[src/hw/rtl/i2cscr_pkg.sv]
// Shared types and constants for the I2C sensor command/read master.
package i2cscr_pkg;

   // Operation codes on the request channel.
   localparam logic [1:0] OP_NONE    = 2'd0;
   localparam logic [1:0] OP_COMMAND = 2'd1;
   localparam logic [1:0] OP_READ    = 2'd2;

   // Configuration register indexes.
   localparam int unsigned CSR_INDEX_WIDTH = 2;
   localparam int unsigned CSR_DATA_WIDTH  = 8;
   localparam logic [CSR_INDEX_WIDTH-1:0] CSR_WRITE_ADDR  = 2'd0;
   localparam logic [CSR_INDEX_WIDTH-1:0] CSR_READ_ADDR   = 2'd1;
   localparam logic [CSR_INDEX_WIDTH-1:0] CSR_ACK_TIMEOUT = 2'd2;

   // Configuration reset values.
   localparam logic [7:0] WRITE_ADDR_RESET  = 8'd70;
   localparam logic [7:0] READ_ADDR_RESET   = 8'd71;
   localparam logic [7:0] ACK_TIMEOUT_RESET = 8'd250;

   // Bus phase codes; each bit of a byte takes a low and a high phase.
   typedef enum logic [4:0] {
      PH_IDLE   = 5'd0,
      PH_START  = 5'd1,
      PH_AD_LO  = 5'd2,
      PH_AD_HI  = 5'd3,
      PH_ADK_LO = 5'd4,
      PH_ADK_HI = 5'd5,
      PH_CM_LO  = 5'd6,
      PH_CM_HI  = 5'd7,
      PH_CMK_LO = 5'd8,
      PH_CMK_HI = 5'd9,
      PH_RH_LO  = 5'd10,
      PH_RH_HI  = 5'd11,
      PH_MA_LO  = 5'd12,
      PH_MA_HI  = 5'd13,
      PH_RL_LO  = 5'd14,
      PH_RL_HI  = 5'd15,
      PH_NA_LO  = 5'd16,
      PH_NA_HI  = 5'd17,
      PH_SP_LO  = 5'd18,
      PH_SP_HI  = 5'd19,
      PH_SP_END = 5'd20,
      PH_RS_LO  = 5'd21,
      PH_RS_HI  = 5'd22,
      PH_RS_END = 5'd23
   } phase_type;

   // One request item.
   typedef struct packed {
      logic [1:0] op;
      logic [7:0] command_byte;
      logic       sda_in;
   } req_type;

   // One result item.
   typedef struct packed {
      logic        scl_level;
      logic        sda_level;
      logic        busy_res;
      logic        done_res;
      logic        ack_error;
      logic [15:0] read_value;
   } rsp_type;

   // Configuration register set.
   typedef struct packed {
      logic [7:0] write_address_byte;
      logic [7:0] read_address_byte;
      logic [7:0] ack_timeout_ticks;
   } csr_type;

endpackage

[src/hw/rtl/i2cscr_if.sv]
// Valid/ready channel interfaces for requests and results.
interface i2cscr_req_if;
   logic       valid;
   logic       ready;
   logic [1:0] op;
   logic [7:0] command_byte;
   logic       sda_in;

   modport source (output valid, output op, output command_byte, output sda_in, input ready);
   modport sink (input valid, input op, input command_byte, input sda_in, output ready);
endinterface

interface i2cscr_rsp_if;
   logic        valid;
   logic        ready;
   logic        scl_level;
   logic        sda_level;
   logic        busy_res;
   logic        done_res;
   logic        ack_error;
   logic [15:0] read_value;

   modport source (output valid, output scl_level, output sda_level, output busy_res,
                   output done_res, output ack_error, output read_value, input ready);
   modport sink (input valid, input scl_level, input sda_level, input busy_res,
                 input done_res, input ack_error, input read_value, output ready);
endinterface

[src/hw/rtl/i2cscr_csr.sv]
// Configuration registers: bus addresses and acknowledge timeout.
module i2cscr_csr (
   input  logic                                clock,
   input  logic                                reset,
   input  logic                                csr_we,
   input  logic [i2cscr_pkg::CSR_INDEX_WIDTH-1:0] csr_index,
   input  logic [i2cscr_pkg::CSR_DATA_WIDTH-1:0]  csr_wdata,
   output i2cscr_pkg::csr_type                 csr_out
);

   i2cscr_pkg::csr_type csr_ff;

   // Register writes by index; unused indexes are dropped.
   always_ff @(posedge clock) begin
      if (reset) begin
         csr_ff.write_address_byte <= i2cscr_pkg::WRITE_ADDR_RESET;
         csr_ff.read_address_byte  <= i2cscr_pkg::READ_ADDR_RESET;
         csr_ff.ack_timeout_ticks  <= i2cscr_pkg::ACK_TIMEOUT_RESET;
      end else if (csr_we) begin
         case (csr_index)
            i2cscr_pkg::CSR_WRITE_ADDR:  csr_ff.write_address_byte <= csr_wdata;
            i2cscr_pkg::CSR_READ_ADDR:   csr_ff.read_address_byte  <= csr_wdata;
            i2cscr_pkg::CSR_ACK_TIMEOUT: csr_ff.ack_timeout_ticks  <= csr_wdata;
            default: ;
         endcase
      end
   end

   assign csr_out = csr_ff;

endmodule

[src/hw/rtl/i2cscr_engine.sv]
// Bus phase sequencer: each tick drives one phase and forms that tick's result.
module i2cscr_engine (
   input  logic                clock,
   input  logic                reset,
   input  logic                step_en,
   input  i2cscr_pkg::req_type item,
   input  i2cscr_pkg::csr_type csr,
   output i2cscr_pkg::rsp_type result
);

   i2cscr_pkg::phase_type phase_ff, phase_in;
   logic [3:0]  bit_count_ff, bit_count_in;
   logic [7:0]  shift_ff, shift_in;
   logic [7:0]  wait_ff, wait_in;
   logic        kind_ff, kind_in;
   logic [7:0]  saved_ff, saved_in;
   logic [15:0] read_buf_ff, read_buf_in;
   logic        err_ff, err_in;

   // Phase logic for the current tick.
   always_comb begin
      i2cscr_pkg::phase_type cur;
      logic ack_ok;
      logic ack_fail;

      cur          = phase_ff;
      kind_in      = kind_ff;
      saved_in     = saved_ff;
      err_in       = err_ff;
      bit_count_in = bit_count_ff;
      shift_in     = shift_ff;
      wait_in      = wait_ff;
      read_buf_in  = read_buf_ff;

      // An operation is taken only from idle; its first tick drives START.
      if (phase_ff == i2cscr_pkg::PH_IDLE &&
          (item.op == i2cscr_pkg::OP_COMMAND || item.op == i2cscr_pkg::OP_READ)) begin
         kind_in = (item.op == i2cscr_pkg::OP_READ);
         if (item.op == i2cscr_pkg::OP_COMMAND) begin
            saved_in = item.command_byte;
         end
         err_in = 1'b0;
         cur    = i2cscr_pkg::PH_START;
      end

      // Acknowledge sample: low SDA acknowledges, otherwise count toward timeout.
      ack_ok   = ~item.sda_in;
      ack_fail = item.sda_in && (wait_ff >= csr.ack_timeout_ticks);

      phase_in          = cur;
      result.scl_level  = 1'b1;
      result.sda_level  = 1'b1;
      result.busy_res   = 1'b1;
      result.done_res   = 1'b0;
      result.ack_error  = 1'b0;

      case (cur)
         i2cscr_pkg::PH_IDLE: begin
            result.busy_res = 1'b0;
         end
         i2cscr_pkg::PH_START: begin
            result.sda_level = 1'b0;
            shift_in     = kind_in ? csr.read_address_byte : csr.write_address_byte;
            bit_count_in = 4'd0;
            phase_in     = i2cscr_pkg::PH_AD_LO;
         end
         i2cscr_pkg::PH_AD_LO: begin
            result.scl_level = 1'b0;
            result.sda_level = shift_ff[7];
            phase_in = i2cscr_pkg::PH_AD_HI;
         end
         i2cscr_pkg::PH_CM_LO: begin
            result.scl_level = 1'b0;
            result.sda_level = shift_ff[7];
            phase_in = i2cscr_pkg::PH_CM_HI;
         end
         i2cscr_pkg::PH_AD_HI: begin
            result.sda_level = shift_ff[7];
            shift_in     = {shift_ff[6:0], 1'b0};
            bit_count_in = bit_count_ff + 4'd1;
            phase_in     = bit_count_in[3] ? i2cscr_pkg::PH_ADK_LO : i2cscr_pkg::PH_AD_LO;
         end
         i2cscr_pkg::PH_CM_HI: begin
            result.sda_level = shift_ff[7];
            shift_in     = {shift_ff[6:0], 1'b0};
            bit_count_in = bit_count_ff + 4'd1;
            phase_in     = bit_count_in[3] ? i2cscr_pkg::PH_CMK_LO : i2cscr_pkg::PH_CM_LO;
         end
         i2cscr_pkg::PH_ADK_LO: begin
            result.scl_level = 1'b0;
            wait_in  = 8'd0;
            phase_in = i2cscr_pkg::PH_ADK_HI;
         end
         i2cscr_pkg::PH_CMK_LO: begin
            result.scl_level = 1'b0;
            wait_in  = 8'd0;
            phase_in = i2cscr_pkg::PH_CMK_HI;
         end
         i2cscr_pkg::PH_ADK_HI: begin
            bit_count_in = 4'd0;
            if (ack_ok) begin
               if (kind_ff) begin
                  phase_in = i2cscr_pkg::PH_RH_LO;
               end else begin
                  shift_in = saved_ff;
                  phase_in = i2cscr_pkg::PH_CM_LO;
               end
            end else if (ack_fail) begin
               // A read gives up; a command write retries with a fresh START.
               if (kind_ff) begin
                  err_in   = 1'b1;
                  phase_in = i2cscr_pkg::PH_SP_LO;
               end else begin
                  phase_in = i2cscr_pkg::PH_RS_LO;
               end
            end else begin
               wait_in = wait_ff + 8'd1;
            end
         end
         i2cscr_pkg::PH_CMK_HI: begin
            if (ack_ok) begin
               phase_in = i2cscr_pkg::PH_SP_LO;
            end else if (ack_fail) begin
               err_in   = 1'b1;
               phase_in = i2cscr_pkg::PH_SP_LO;
            end else begin
               wait_in = wait_ff + 8'd1;
            end
         end
         i2cscr_pkg::PH_RH_LO: begin
            result.scl_level = 1'b0;
            phase_in = i2cscr_pkg::PH_RH_HI;
         end
         i2cscr_pkg::PH_RL_LO: begin
            result.scl_level = 1'b0;
            phase_in = i2cscr_pkg::PH_RL_HI;
         end
         i2cscr_pkg::PH_RH_HI: begin
            shift_in     = {shift_ff[6:0], item.sda_in};
            bit_count_in = bit_count_ff + 4'd1;
            phase_in     = bit_count_in[3] ? i2cscr_pkg::PH_MA_LO : i2cscr_pkg::PH_RH_LO;
         end
         i2cscr_pkg::PH_RL_HI: begin
            shift_in     = {shift_ff[6:0], item.sda_in};
            bit_count_in = bit_count_ff + 4'd1;
            phase_in     = bit_count_in[3] ? i2cscr_pkg::PH_NA_LO : i2cscr_pkg::PH_RL_LO;
         end
         i2cscr_pkg::PH_MA_LO: begin
            result.scl_level = 1'b0;
            result.sda_level = 1'b0;
            phase_in = i2cscr_pkg::PH_MA_HI;
         end
         i2cscr_pkg::PH_MA_HI: begin
            // Master acknowledge; the high byte is parked until the low byte is in.
            result.sda_level = 1'b0;
            saved_in     = shift_ff;
            bit_count_in = 4'd0;
            phase_in     = i2cscr_pkg::PH_RL_LO;
         end
         i2cscr_pkg::PH_NA_LO: begin
            result.scl_level = 1'b0;
            phase_in = i2cscr_pkg::PH_NA_HI;
         end
         i2cscr_pkg::PH_NA_HI: begin
            read_buf_in = {saved_ff, shift_ff};
            phase_in    = i2cscr_pkg::PH_SP_LO;
         end
         i2cscr_pkg::PH_SP_LO: begin
            result.scl_level = 1'b0;
            result.sda_level = 1'b0;
            phase_in = i2cscr_pkg::PH_SP_HI;
         end
         i2cscr_pkg::PH_RS_LO: begin
            result.scl_level = 1'b0;
            result.sda_level = 1'b0;
            phase_in = i2cscr_pkg::PH_RS_HI;
         end
         i2cscr_pkg::PH_SP_HI: begin
            result.sda_level = 1'b0;
            phase_in = i2cscr_pkg::PH_SP_END;
         end
         i2cscr_pkg::PH_RS_HI: begin
            result.sda_level = 1'b0;
            phase_in = i2cscr_pkg::PH_RS_END;
         end
         i2cscr_pkg::PH_SP_END: begin
            result.done_res  = 1'b1;
            result.ack_error = err_ff;
            phase_in = i2cscr_pkg::PH_IDLE;
         end
         i2cscr_pkg::PH_RS_END: begin
            phase_in = i2cscr_pkg::PH_START;
         end
         default: begin
            result.busy_res = 1'b0;
            phase_in = i2cscr_pkg::PH_IDLE;
         end
      endcase

      result.read_value = read_buf_in;
   end

   // State advances once per processed tick.
   always_ff @(posedge clock) begin
      if (reset) begin
         phase_ff     <= i2cscr_pkg::PH_IDLE;
         bit_count_ff <= 4'd0;
         shift_ff     <= 8'd0;
         wait_ff      <= 8'd0;
         kind_ff      <= 1'b0;
         saved_ff     <= 8'd0;
         read_buf_ff  <= 16'd0;
         err_ff       <= 1'b0;
      end else if (step_en) begin
         phase_ff     <= phase_in;
         bit_count_ff <= bit_count_in;
         shift_ff     <= shift_in;
         wait_ff      <= wait_in;
         kind_ff      <= kind_in;
         saved_ff     <= saved_in;
         read_buf_ff  <= read_buf_in;
         err_ff       <= err_in;
      end
   end

endmodule

[src/hw/rtl/i2c_sensor_command_read_master_top.sv]
// Top level of the I2C sensor command/read master: input stage, sequencer, result register.
// Each request transfer is one bus phase tick and yields exactly one result transfer with
// the SCL/SDA levels for that tick, busy/done/error flags and the last 16-bit read value.
// The block takes one tick per clock while the result side keeps up: a tick is captured in
// the input register, runs through the phase sequencer and lands in the result register,
// with no stall between ticks. Configuration writes take effect on the next tick and
// should be made only while the bus is idle.
module i2c_sensor_command_read_master_top (
   input  logic                                   clock,
   input  logic                                   reset,
   i2cscr_req_if.sink                             req_bus,
   i2cscr_rsp_if.source                           rsp_bus,
   input  logic                                   csr_we,
   input  logic [i2cscr_pkg::CSR_INDEX_WIDTH-1:0] csr_index,
   input  logic [i2cscr_pkg::CSR_DATA_WIDTH-1:0]  csr_wdata
);

   logic                in_valid_ff;
   i2cscr_pkg::req_type in_item_ff;
   logic                out_valid_ff;
   i2cscr_pkg::rsp_type out_item_ff;
   i2cscr_pkg::rsp_type step_result;
   i2cscr_pkg::csr_type csr;
   logic                out_free;
   logic                step_en;

   // The result register frees when empty or when its transfer completes.
   assign out_free      = !out_valid_ff || rsp_bus.ready;
   assign step_en       = in_valid_ff && out_free;
   assign req_bus.ready = !in_valid_ff || step_en;

   i2cscr_csr u_csr (
      .clock     (clock),
      .reset     (reset),
      .csr_we    (csr_we),
      .csr_index (csr_index),
      .csr_wdata (csr_wdata),
      .csr_out   (csr)
   );

   i2cscr_engine u_engine (
      .clock   (clock),
      .reset   (reset),
      .step_en (step_en),
      .item    (in_item_ff),
      .csr     (csr),
      .result  (step_result)
   );

   // Input register.
   always_ff @(posedge clock) begin
      if (reset) begin
         in_valid_ff <= 1'b0;
      end else if (req_bus.ready) begin
         in_valid_ff <= req_bus.valid;
      end
   end

   always_ff @(posedge clock) begin
      if (req_bus.valid && req_bus.ready) begin
         in_item_ff.op           <= req_bus.op;
         in_item_ff.command_byte <= req_bus.command_byte;
         in_item_ff.sda_in       <= req_bus.sda_in;
      end
   end

   // Result register.
   always_ff @(posedge clock) begin
      if (reset) begin
         out_valid_ff <= 1'b0;
      end else if (out_free) begin
         out_valid_ff <= step_en;
      end
   end

   always_ff @(posedge clock) begin
      if (step_en) begin
         out_item_ff <= step_result;
      end
   end

   assign rsp_bus.valid      = out_valid_ff;
   assign rsp_bus.scl_level  = out_item_ff.scl_level;
   assign rsp_bus.sda_level  = out_item_ff.sda_level;
   assign rsp_bus.busy_res   = out_item_ff.busy_res;
   assign rsp_bus.done_res   = out_item_ff.done_res;
   assign rsp_bus.ack_error  = out_item_ff.ack_error;
   assign rsp_bus.read_value = out_item_ff.read_value;

endmodule
[src/flat_wrapper.sv]
// flat-port wrapper written by rule: the top's interface ports become plain ports
module i2c_sensor_command_read_master_top_flat 
  (clock, reset, csr_we, csr_index, csr_wdata, req_bus_valid, req_bus_op, req_bus_command_byte, req_bus_sda_in, req_bus_ready, rsp_bus_valid, rsp_bus_scl_level, rsp_bus_sda_level, rsp_bus_busy_res, rsp_bus_done_res, rsp_bus_ack_error, rsp_bus_read_value, rsp_bus_ready);
  i2cscr_req_if req_bus_i ();
  i2cscr_rsp_if rsp_bus_i ();
  input  logic clock;
  input  logic reset;
  input  logic csr_we;
  input  logic [i2cscr_pkg::CSR_INDEX_WIDTH-1:0] csr_index;
  input  logic [i2cscr_pkg::CSR_DATA_WIDTH-1:0] csr_wdata;
  input wire logic [$bits(req_bus_i.valid)-1:0] req_bus_valid;
  input wire logic [$bits(req_bus_i.op)-1:0] req_bus_op;
  input wire logic [$bits(req_bus_i.command_byte)-1:0] req_bus_command_byte;
  input wire logic [$bits(req_bus_i.sda_in)-1:0] req_bus_sda_in;
  output wire logic [$bits(req_bus_i.ready)-1:0] req_bus_ready;
  output wire logic [$bits(rsp_bus_i.valid)-1:0] rsp_bus_valid;
  output wire logic [$bits(rsp_bus_i.scl_level)-1:0] rsp_bus_scl_level;
  output wire logic [$bits(rsp_bus_i.sda_level)-1:0] rsp_bus_sda_level;
  output wire logic [$bits(rsp_bus_i.busy_res)-1:0] rsp_bus_busy_res;
  output wire logic [$bits(rsp_bus_i.done_res)-1:0] rsp_bus_done_res;
  output wire logic [$bits(rsp_bus_i.ack_error)-1:0] rsp_bus_ack_error;
  output wire logic [$bits(rsp_bus_i.read_value)-1:0] rsp_bus_read_value;
  input wire logic [$bits(rsp_bus_i.ready)-1:0] rsp_bus_ready;
  assign req_bus_i.valid = req_bus_valid;
  assign req_bus_i.op = req_bus_op;
  assign req_bus_i.command_byte = req_bus_command_byte;
  assign req_bus_i.sda_in = req_bus_sda_in;
  assign req_bus_ready = req_bus_i.ready;
  assign rsp_bus_valid = rsp_bus_i.valid;
  assign rsp_bus_scl_level = rsp_bus_i.scl_level;
  assign rsp_bus_sda_level = rsp_bus_i.sda_level;
  assign rsp_bus_busy_res = rsp_bus_i.busy_res;
  assign rsp_bus_done_res = rsp_bus_i.done_res;
  assign rsp_bus_ack_error = rsp_bus_i.ack_error;
  assign rsp_bus_read_value = rsp_bus_i.read_value;
  assign rsp_bus_i.ready = rsp_bus_ready;
  i2c_sensor_command_read_master_top u_core (.clock(clock), .reset(reset), .req_bus(req_bus_i), .rsp_bus(rsp_bus_i), .csr_we(csr_we), .csr_index(csr_index), .csr_wdata(csr_wdata));
endmodule
[config.mk]
export PLATFORM = sky130hd
export DESIGN_NAME = i2c_sensor_command_read_master_top_flat
export DESIGN_NICKNAME = d
export VERILOG_FILES = /design/src/hw/rtl/i2cscr_pkg.sv /design/src/hw/rtl/i2cscr_if.sv /design/src/hw/rtl/i2cscr_csr.sv /design/src/hw/rtl/i2cscr_engine.sv /design/src/hw/rtl/i2c_sensor_command_read_master_top.sv /design/src/flat_wrapper.sv
export SDC_FILE = /design/constraint.sdc
export NUM_CORES = 1
export LEC_CHECK = 0
export BUFFER_PORTS_ARGS = -buffer_cell sky130_fd_sc_hd__clkbuf_2
export CORE_ASPECT_RATIO = 0.75
export CORE_MARGIN = 8
export CORE_UTILIZATION = 53
export CTS_CLUSTER_DIAMETER = 80
export DETAILED_ROUTE_END_ITERATION = 10
export PLACE_DENSITY = 0.75
export SKIP_LAST_GASP = 1
export SLEW_MARGIN = 20
export SYNTH_ARGS = -nofsm -noshare
export SYNTH_HDL_FRONTEND = slang
export SYNTH_SLANG_ARGS = --single-unit
[constraint.sdc]
create_clock -name clock -period 2.6 [get_ports clock]
set_clock_uncertainty 0.15 [all_clocks]
set_input_delay 0.52 -clock clock [delete_from_list [all_inputs] [get_ports clock]]
set_output_delay 0.52 -clock clock [all_outputs]
set_load 0.1 [all_outputs]
==> flow_summary.toml, run 1 <==
[final_layout]
final_common_cell = "nor2_1"
drive_above_1_share_pct = 19.4
final_core_util_pct = 61.9
nets = 631
final_cells = 730
n_antenna_cell = 0
design_area_mm2 = 0.00595
most-common-layout-cells = "89 x nor2_1, 76 x dfxtp_1, 48 x clkbuf_2"
synthToLayoutAreaGrowth_pct = 14.3

[worst_setup_path]
start_kind = "register"
startpoint = "u_core.u_engine.wait_ff[0]"
crit_end = "u_core.u_engine.phase_ff[2]"
regToRegStartpoint = "u_core.u_engine.wait_ff[0]"
crit_required_ns = 2.71
path_class = "register to register"
path_max_fanout = 5
arrival_ns = 2.61
reg2reg_slack_ns = 0.1
rr_worst_depth = 9
timing.rr.end = "u_core.u_engine.phase_ff[2]"
endpoint_kind = "register"

[routing]
routedWlPerCell_um = 17.2
wirelength_um = 12600
drc_errors = 0
vias = 4264
antenna_left = 0
drtIter0Drc = 460
via_per_inst = 5.84
drt-pass1-iter-count = 6

[die]
die_w_um = 130
row_count = 31
die_area_mm2 = 0.0133
core-area_mm2 = 0.00962
ios = 49
start_util_pct = 54.1
die_height_um = 102

[sta]
drv_slew = 0
finalHoldViolCount = 0
whs_ns = 0.192
layout_min_cycle_time_ns = 2.50
fmax_mhz = 400
post-route-period-util_pct = 96.2
slew_headroom_pct = 60.6
tightest_slew_ns = 0.590
setup_ws_ns = 0.0976
setup_viol = 0

[grt]
grt_util_all_layers_pct = 19.6
antenna_found_initial = 0
grt_max_degree = 48
globalRouteOverflowTotal = 0
grt_pass1_wl_um = 20700
grt_pass1_vias = 4247

[yosys]
syn_area_mm2 = 0.00521
ys_ff_latch = 109
synth_edf_count = 32
yosysWarningCount = 0
synth_flop_cell = "dfxtp_1"
synthArstFlopShare_pct = 0
syn-instance-count = 548
synth_nets = 586
synth_cell_type_count = 60
synth_area_per_cell_um2 = 9.50
ys_seq_area_share_pct = 48.1

[place]
dp_slack_ns = 0.0631
port_buffers = 48
dp_cells = 709
place_area_mm2 = 0.00559
gp_congestion = 0.889
dp_hpwl_um = 8870

[cts]
clockBufferDepth = 2
cts_made_buffers = 9
clkSinkCount = 109
ctsHoldBuffers = 0
clkLatencyLatePin_ns = 0.35
cts_tree = "yes"
h-tree-depth = 3
ctsRootBufferMaster = "clkbuf_16"
clk_pin_slew_worst_paths_ns = 0.07

[outcome]
outcome = "completed"

[job]
cap_viol_max_count = 0

[power_and_ir_drop]
p_leak_nw = 2.45
power_per_cell_area_mw_per_mm2 = 634
vdd_drop_max_mv = 0.528

[worst_hold_path]
min_path_type = "primary input to register"
holdPathStages = 1
cells in the mapped netlist, drive strengths merged (2+ instances only):
cell type   n  share of area [%]
clkbuf     23                1.7
a31oi       6                1.0
a2bb2oi     2               0.34
a22oi      11                1.6
o22ai       2               0.24
a32oi       2               0.34
o32ai       2               0.34
o211a       9                1.7
inv        23                1.7
nand4       2               0.24
and2        4               0.48
o21ai      16                1.5
a21oi      21                2.0
edfxtp     32                 18
and3        3               0.36
nor2b       8               0.96
o211ai      2               0.29
ha         12                2.9
xor2        2               0.34
or3         9                1.1
a311oi      2               0.34
mux2       16                3.5
nand2b      6               0.72
nand3b      7                1.0
buf        16                1.7
dfxtp      77                 30
mux2i      28                5.6
a211oi     10                1.4
nor4b       2               0.34
o21a        4               0.58
nand3       7               0.67
nor3       29                2.8
or2         3               0.36
a211o       7                1.2
nor2       91                6.8
nand2      35                2.5
nor4        2               0.53
flip-flops by register name, summed over array words and instances (netlist names), 4 cells and up:
name and cells:
u_core.u_engine.saved_ff 8, u_core.u_engine.bit_count_ff 4, u_core.u_engine.phase_ff 5, u_core.u_engine.wait_ff 8
u_core.u_engine.read_buf_ff 16, u_core.rsp_bus.read_value 16, u_core.u_csr.csr_out 24, u_core.in_item_ff 11
u_core.u_engine.shift_ff 8
stage by stage:
step	TNS (ns)	total power, mW
floorplan	0	2.27
global placement	0	2.37
detailed placement	0	2.38
CTS	0	3.79
global route	-0.139	3.90
finish	0	3.77
area by class of cell:
class	instances	area (um^2)
Fill cell	834	3670
Sequential cell	109	2500
Multi-Input combinational cell	378	2460
Timing Repair Buffer	72	420
Clock buffer	10	229
Tap cell	132	165
Inverter	23	86.3
Clock inverter	6	82.6
kinds of logic (layout without fill, tap and decap cells):
logic type,Yosys count,in the layout,share of synthesized area [%]
compound gates,105,106,14.8
xor+xnor,3,3,0.505
fa+ha+maj,12,12,2.88
buf+inv,62,111,5.05
flops,109,109,48.1
mux,44,44,9.08
simple gates,213,213,19.6
worst max-delay path, stage by stage (launching register included):
cell and delay, ns:
dfxtp_1 0.36, inv_1 0.08, ha_1 0.28, nand2b_1 0.14, a2111o_1 0.45, a31oi_4 0.21, buf_4 0.19, and2_1 0.15
a22oi_1 0.12, a221oi_2 0.29
worst min-delay path by stage:
stage	slack, ns	startpoint	endpoint
floorplan	0.28	u_core.u_csr.csr_out[10]	u_core.u_csr.csr_out[10]
global placement	0.29	u_core.u_csr.csr_out[2]	u_core.u_csr.csr_out[2]
detailed placement	0.30	u_core.u_csr.csr_out[10]	u_core.u_csr.csr_out[10]
CTS	0.18	req_bus_command_byte[5]	u_core.in_item_ff[6]
global route	0.18	req_bus_command_byte[0]	u_core.in_item_ff[1]
finish	0.19	req_bus_command_byte[5]	u_core.in_item_ff[6]
layer usage:
metal,wire length [um],vias up,share of wire (%),global-route usage [%]
met2,5600,151,45,30.1
met1,5880,2043,47,26.8
met3,887,20,7.1,4.33
met5,0,-,0,0
li1,-,2050,-,-
met4,189,0,1.5,6.33
what timing repair did:
action / 4_1_cts / 5_1_grt
setup buffers: 0 / 4
resized for setup: 0 / 1
endpoints found under the setup margin: 0 / 7
where the power goes:
part / switching (mW) / internal, mW
sequential: 0.0493 / 1.83
clock: 0.653 / 0.768
combinational: 0.326 / 0.144
total: 1.03 / 2.74
No activity file was read; power rests on OpenSTA's default activity.
==> run 2: changes to the inputs <==
--- a/config.mk
+++ b/config.mk
@@ -5,12 +5,13 @@
 export SDC_FILE = /design/constraint.sdc
 export NUM_CORES = 1
 export LEC_CHECK = 0
-export BUFFER_PORTS_ARGS = -buffer_cell sky130_fd_sc_hd__clkbuf_2
+export BUFFER_PORTS_ARGS = -buffer_cell sky130_fd_sc_hd__buf_2
 export CORE_ASPECT_RATIO = 0.75
 export CORE_MARGIN = 8
 export CORE_UTILIZATION = 53
 export CTS_CLUSTER_DIAMETER = 80
 export DETAILED_ROUTE_END_ITERATION = 10
+export GPL_ROUTABILITY_DRIVEN = 0
 export PLACE_DENSITY = 0.75
 export SKIP_LAST_GASP = 1
 export SLEW_MARGIN = 20
==> flow_summary.toml, run 2 (synthesized netlist as in run 1, its figures left out) <==
[sta]
post-route-period-util_pct = 95.4
finalHoldViolCount = 0
setup_ws_ns = 0.119
whs_ns = 0.193
fmax_mhz = 403
setup_viol = 0
tightest_slew_ns = 0.607
rsz0062_at_grt = "no"
setup_tns_ns = 0
layout_min_cycle_time_ns = 2.48
drv_slew = 0
slew_headroom_pct = 59.4

[routing]
routedWlPerCell_um = 16.0
drt-pass1-iter-count = 5
drc_errors = 0
drtIter0Drc = 379
antenna_left = 0
vias = 4130
wirelength_um = 11600
via_per_inst = 5.67

[place]
port_buffers = 48
dp_hpwl_um = 8170
place_area_mm2 = 0.00558
dp_slack_ns = 0.0218

[cts]
clockBufferDepth = 2
clkLatencyLatePin_ns = 0.35
ctsRootBufferMaster = "clkbuf_16"
ctsHoldBuffers = 0
cts_tree = "yes"
clkSinkCount = 109
clk_pin_slew_worst_paths_ns = 0.07
h-tree-depth = 3
cts_made_buffers = 9

[power_and_ir_drop]
seqPwrFrac_pct = 52.1
p_comb_share_pct = 13.1
intPower_mw = 2.63
p_switching_mw = 0.973
vdd_drop_max_mv = 0.581
power_per_cell_area_mw_per_mm2 = 609
power.share.switching_pct = 27.0
p_leak_nw = 2.42
power.share.clock_pct = 34.7

[final_layout]
n_antenna_cell = 0
largest_reg_flops = 24
nets = 630
final_common_cell = "nor2_1"
synthToLayoutAreaGrowth_pct = 13.5
design_area_mm2 = 0.00591
most-common-layout-cells = "89 x nor2_1, 76 x dfxtp_1, 48 x buf_2"
drive_above_1_share_pct = 18.8

[grt]
grt_util_all_layers_pct = 18.3
grt_max_degree = 40
antenna_found_initial = 0
grt_pass1_wl_um = 19300
globalRouteOverflowTotal = 0
grt_pass1_vias = 3944

[worst_setup_path]
start_kind = "register"
path_cells = "inv_1, ha_1, nand2b_1, a2111o_1, a31oi_4, a41oi_4, or3_4, a21oi_1"
crit_slowest_cell = "or3_4"
critPathMaxStageDelay_ns = 0.42
arrival_ns = 2.61
endpoint_kind = "register"
worst-path-buf-inv = 1
crit_required_ns = 2.73
path_class = "register to register"
path_max_fanout = 7
crit_family = "compound AO/OA/AOI/OAI gates"

[die]
start_util_pct = 54.1
row_count = 31
core-area_mm2 = 0.00962
ios = 49
die_area_mm2 = 0.0133
die_w_um = 130
die_height_um = 102

[outcome]
outcome = "completed"

[worst_hold_path]
min_path_type = "primary input to register"

[job]
cap_viol_max_count = 0
[run 2: cell types whose count changed in the layout (fill, tap and decap cells not counted), moves of 2 or more]
| cell | before | now |
|---|---|---|
| clkinv_1 | 0 | 3 |
| clkbuf_2 | 48 | 0 |
| buf_4 | 24 | 22 |
| buf_2 | 0 | 48 |
[run 2: what timing repair did]
action                     4_1_cts  5_1_grt
setup endpoints to repair        0        9
buffers inserted                 0        4
resized for setup                0        1
[run 2: worst register-to-register path, cell delays in order (launching register included)]
cell and delay (ns):
dfxtp_1 0.36, inv_1 0.08, ha_1 0.28, nand2b_1 0.14, a2111o_1 0.40, a31oi_4 0.22, a41oi_4 0.19, or3_4 0.42
a21oi_1 0.17
[run 2: power groups by stage]
stage,Combinational (mW),Clock (mW),Sequential (mW)
floorplan,0.237,0,2.03
global placement,0.453,0,1.91
detailed placement,0.462,0,1.92
CTS,0.465,1.28,1.88
global route,0.512,1.35,1.89
finish,0.472,1.25,1.88
[run 2: worst paths after layout]
kind / startpoint / endpoint / slack (ns) / depth (start not counted)
setup / recovery: u_core.u_engine.wait_ff[0] / u_core.u_engine.wait_ff[7] / 0.12 / 8
hold / removal: req_bus_command_byte[1] / u_core.in_item_ff[2] / 0.19 / 1
hold reg to reg: u_core.u_csr.csr_out[8] / u_core.u_csr.csr_out[8] / 0.31 / 1
setup reg to reg: u_core.u_engine.wait_ff[0] / u_core.u_engine.wait_ff[7] / 0.12 / 8
[run 2: layer usage]
layer	vias up	track usage (%)	wire, um
met5	-	0	0
met4	0	5.01	121
met3	13	5.27	882
met2	143	27.1	5060
met1	1929	25.5	5560
li1	2045	-	-
[run 2: area by class of cell]
cell class | count | area, um^2
fillers | 827 | 3710
flip-flops and latches | 109 | 2500
multi-input cells | 378 | 2460
repair buffers | 71 | 425
clock buffers | 10 | 229
well taps | 132 | 165
inverters | 23 | 86.3
clock inverters | 6 | 38.8
[run 2: through the flow]
step	utilization (%)	power [mW]	std cells
after global routing	61.5	3.75	729
after detailed placement	58.0	2.38	708
final	61.5	3.60	729
after global placement	58.0	2.37	708
after floorplan	-	2.27	548
after CTS	60.8	3.62	724
==> run 3: changes to the inputs <==
--- a/config.mk
+++ b/config.mk
@@ -8,11 +8,11 @@
 export BUFFER_PORTS_ARGS = -buffer_cell sky130_fd_sc_hd__buf_2
 export CORE_ASPECT_RATIO = 0.75
 export CORE_MARGIN = 8
-export CORE_UTILIZATION = 53
+export CORE_UTILIZATION = 59
 export CTS_CLUSTER_DIAMETER = 80
 export DETAILED_ROUTE_END_ITERATION = 10
 export GPL_ROUTABILITY_DRIVEN = 0
-export PLACE_DENSITY = 0.75
+export PLACE_DENSITY = 0.77
 export SKIP_LAST_GASP = 1
 export SLEW_MARGIN = 20
 export SYNTH_ARGS = -nofsm -noshare
==> constraint.sdc (replaced) <==
create_clock -name clock -period 2.5 [get_ports clock]
set_clock_uncertainty 0.15 [all_clocks]
set_input_delay 0.5 -clock clock [delete_from_list [all_inputs] [get_ports clock]]
set_output_delay 0.5 -clock clock [all_outputs]
set_load 0.1 [all_outputs]
==> flow_summary.toml, run 3 (synthesized netlist as in run 1, its figures left out) <==
[place]
dp_hpwl_um = 8210
dp_cells = 685
port_buffers = 48
place_area_mm2 = 0.00560

[worst_hold_path]
min_path_type = "primary input to register"

[worst_setup_path]
crit_required_ns = 2.63
path_max_fanout = 7
critPathMaxStageDelay_ns = 0.41
path_cells = "inv_2, ha_4, nand2b_4, a2111o_1, a31oi_4, a41oi_4, or3_1, a21oi_1"
endpoint_kind = "register"
path_class = "register to register"
crit_slowest_cell = "a2111o_1"
arrival_ns = 2.54
start_kind = "register"

[final_layout]
design_area_mm2 = 0.00598
most-common-layout-cells = "89 x nor2_1, 75 x dfxtp_1, 48 x buf_2"
drive_above_1_share_pct = 20.3
final_cells = 703
nets = 628
largest_reg_flops = 24
final_core_util_pct = 70.1
synthToLayoutAreaGrowth_pct = 14.8
n_antenna_cell = 0
final_common_cell = "nor2_1"

[cts]
cts_made_buffers = 9
clk_pin_slew_worst_paths_ns = 0.07
h-tree-depth = 3
clkSinkCount = 109
clockBufferDepth = 2
ctsRootBufferMaster = "clkbuf_16"
clkLatencyLatePin_ns = 0.35
cts_tree = "yes"
ctsHoldBuffers = 0

[grt]
antenna_found_initial = 0
grt_pass1_vias = 4229
grt_pass1_wl_um = 20300
globalRouteOverflowTotal = 0
grt_util_all_layers_pct = 19.9
grt_max_degree = 51

[sta]
setup_tns_ns = 0
layout_min_cycle_time_ns = 2.41
post-route-period-util_pct = 96.3
drv_slew = 0
setup_viol = 0
fmax_mhz = 415
finalHoldViolCount = 0
whs_ns = 0.174
slew_headroom_pct = 60.6
tightest_slew_ns = 0.589

[routing]
vias = 4246
drtIter0Drc = 517
antenna_left = 0
via_per_inst = 6.04
drc_errors = 0
drt-pass1-iter-count = 5
wirelength_um = 12100
routedWlPerCell_um = 17.1

[power_and_ir_drop]
power_per_cell_area_mw_per_mm2 = 652
vdd_drop_max_mv = 0.472
p_leak_nw = 2.46

[die]
die_area_mm2 = 0.0121
row_count = 29
die_w_um = 124
ios = 49
start_util_pct = 61.1
core-area_mm2 = 0.00853
die_height_um = 97.4

[outcome]
outcome = "completed"

[job]
cap_viol_max_count = 0
==> run 3: cell types whose count changed in the layout (fill, tap and decap cells not counted), sizes merged <==
cell    before  now
buf         71   69
bufinv       0    1
clkinv       4    3
==> run 3: final cells by class <==
class                   instances  area (um^2)
inverters                      23         86.3
repair buffers                 69          448
clock buffers                  10          239
flip-flops and latches        109         2500
well taps                     108          135
clock inverters                 6         61.3
fillers                       637         2550
multi-input cells             378         2510
==> run 3: path summary, 6_finish.rpt <==
kind	slack (ns)	cells past startpoint	end	startpoint
min reg2reg	0.32	2	u_core.u_csr.csr_out[2]	u_core.u_csr.csr_out[2]
max reg2reg	0.09	8	u_core.u_engine.wait_ff[4]	u_core.u_engine.wait_ff[0]
max	0.09	8	u_core.u_engine.wait_ff[4]	u_core.u_engine.wait_ff[0]
min	0.17	1	u_core.in_item_ff[6]	req_bus_command_byte[5]
==> run 3: report_power, final <==
part,leakage [nW],total [mW],switching [mW],internal (mW)
registers,0.934,1.95,0.0501,1.90
logic,1.38,0.502,0.342,0.161
clock network,0.145,1.45,0.642,0.803
total,2.46,3.90,1.03,2.87
==> run 3: metrics by stage <==
stage	power [mW]	setup slack, ns
after detailed placement	2.48	-0.0516
after global placement	2.47	0.0732
after global routing	4.04	-0.00772
after floorplan	2.36	0.0183
final	3.90	0.0922
after CTS	3.91	0.00644
==> run 3: timing repair <==
item,CTS,global route
pin swaps,2,12
gates resized for setup,0,11
endpoints found under the setup margin,6,15
setup buffers,0,1
gates cloned,1,0
==> run 3: per-layer routing <==
| metal | routed length (um) | part of all wire, % | global-route usage [%] | up-vias |
|---|---|---|---|---|
| met5 | 0 | 0 | 0 | - |
| met4 | 216 | 1.8 | 7.29 | 0 |
| met3 | 918 | 7.6 | 5.73 | 19 |
| met2 | 5670 | 47 | 31.4 | 169 |
| met1 | 5250 | 44 | 25.2 | 2024 |
| li1 | - | - | - | 2034 |
==> run 3: worst max-delay path, delay by kind of cell, from the launching register on <==
| family | cells | cell delay (ns) |
|---|---|---|
| AOI/OAI and AO/OA | 4 | 1.04 |
| and+or+nand+nor | 2 | 0.53 |
| DFF | 1 | 0.35 |
| adders and majority gates | 1 | 0.23 |
| buffers and inverters | 1 | 0.06 |
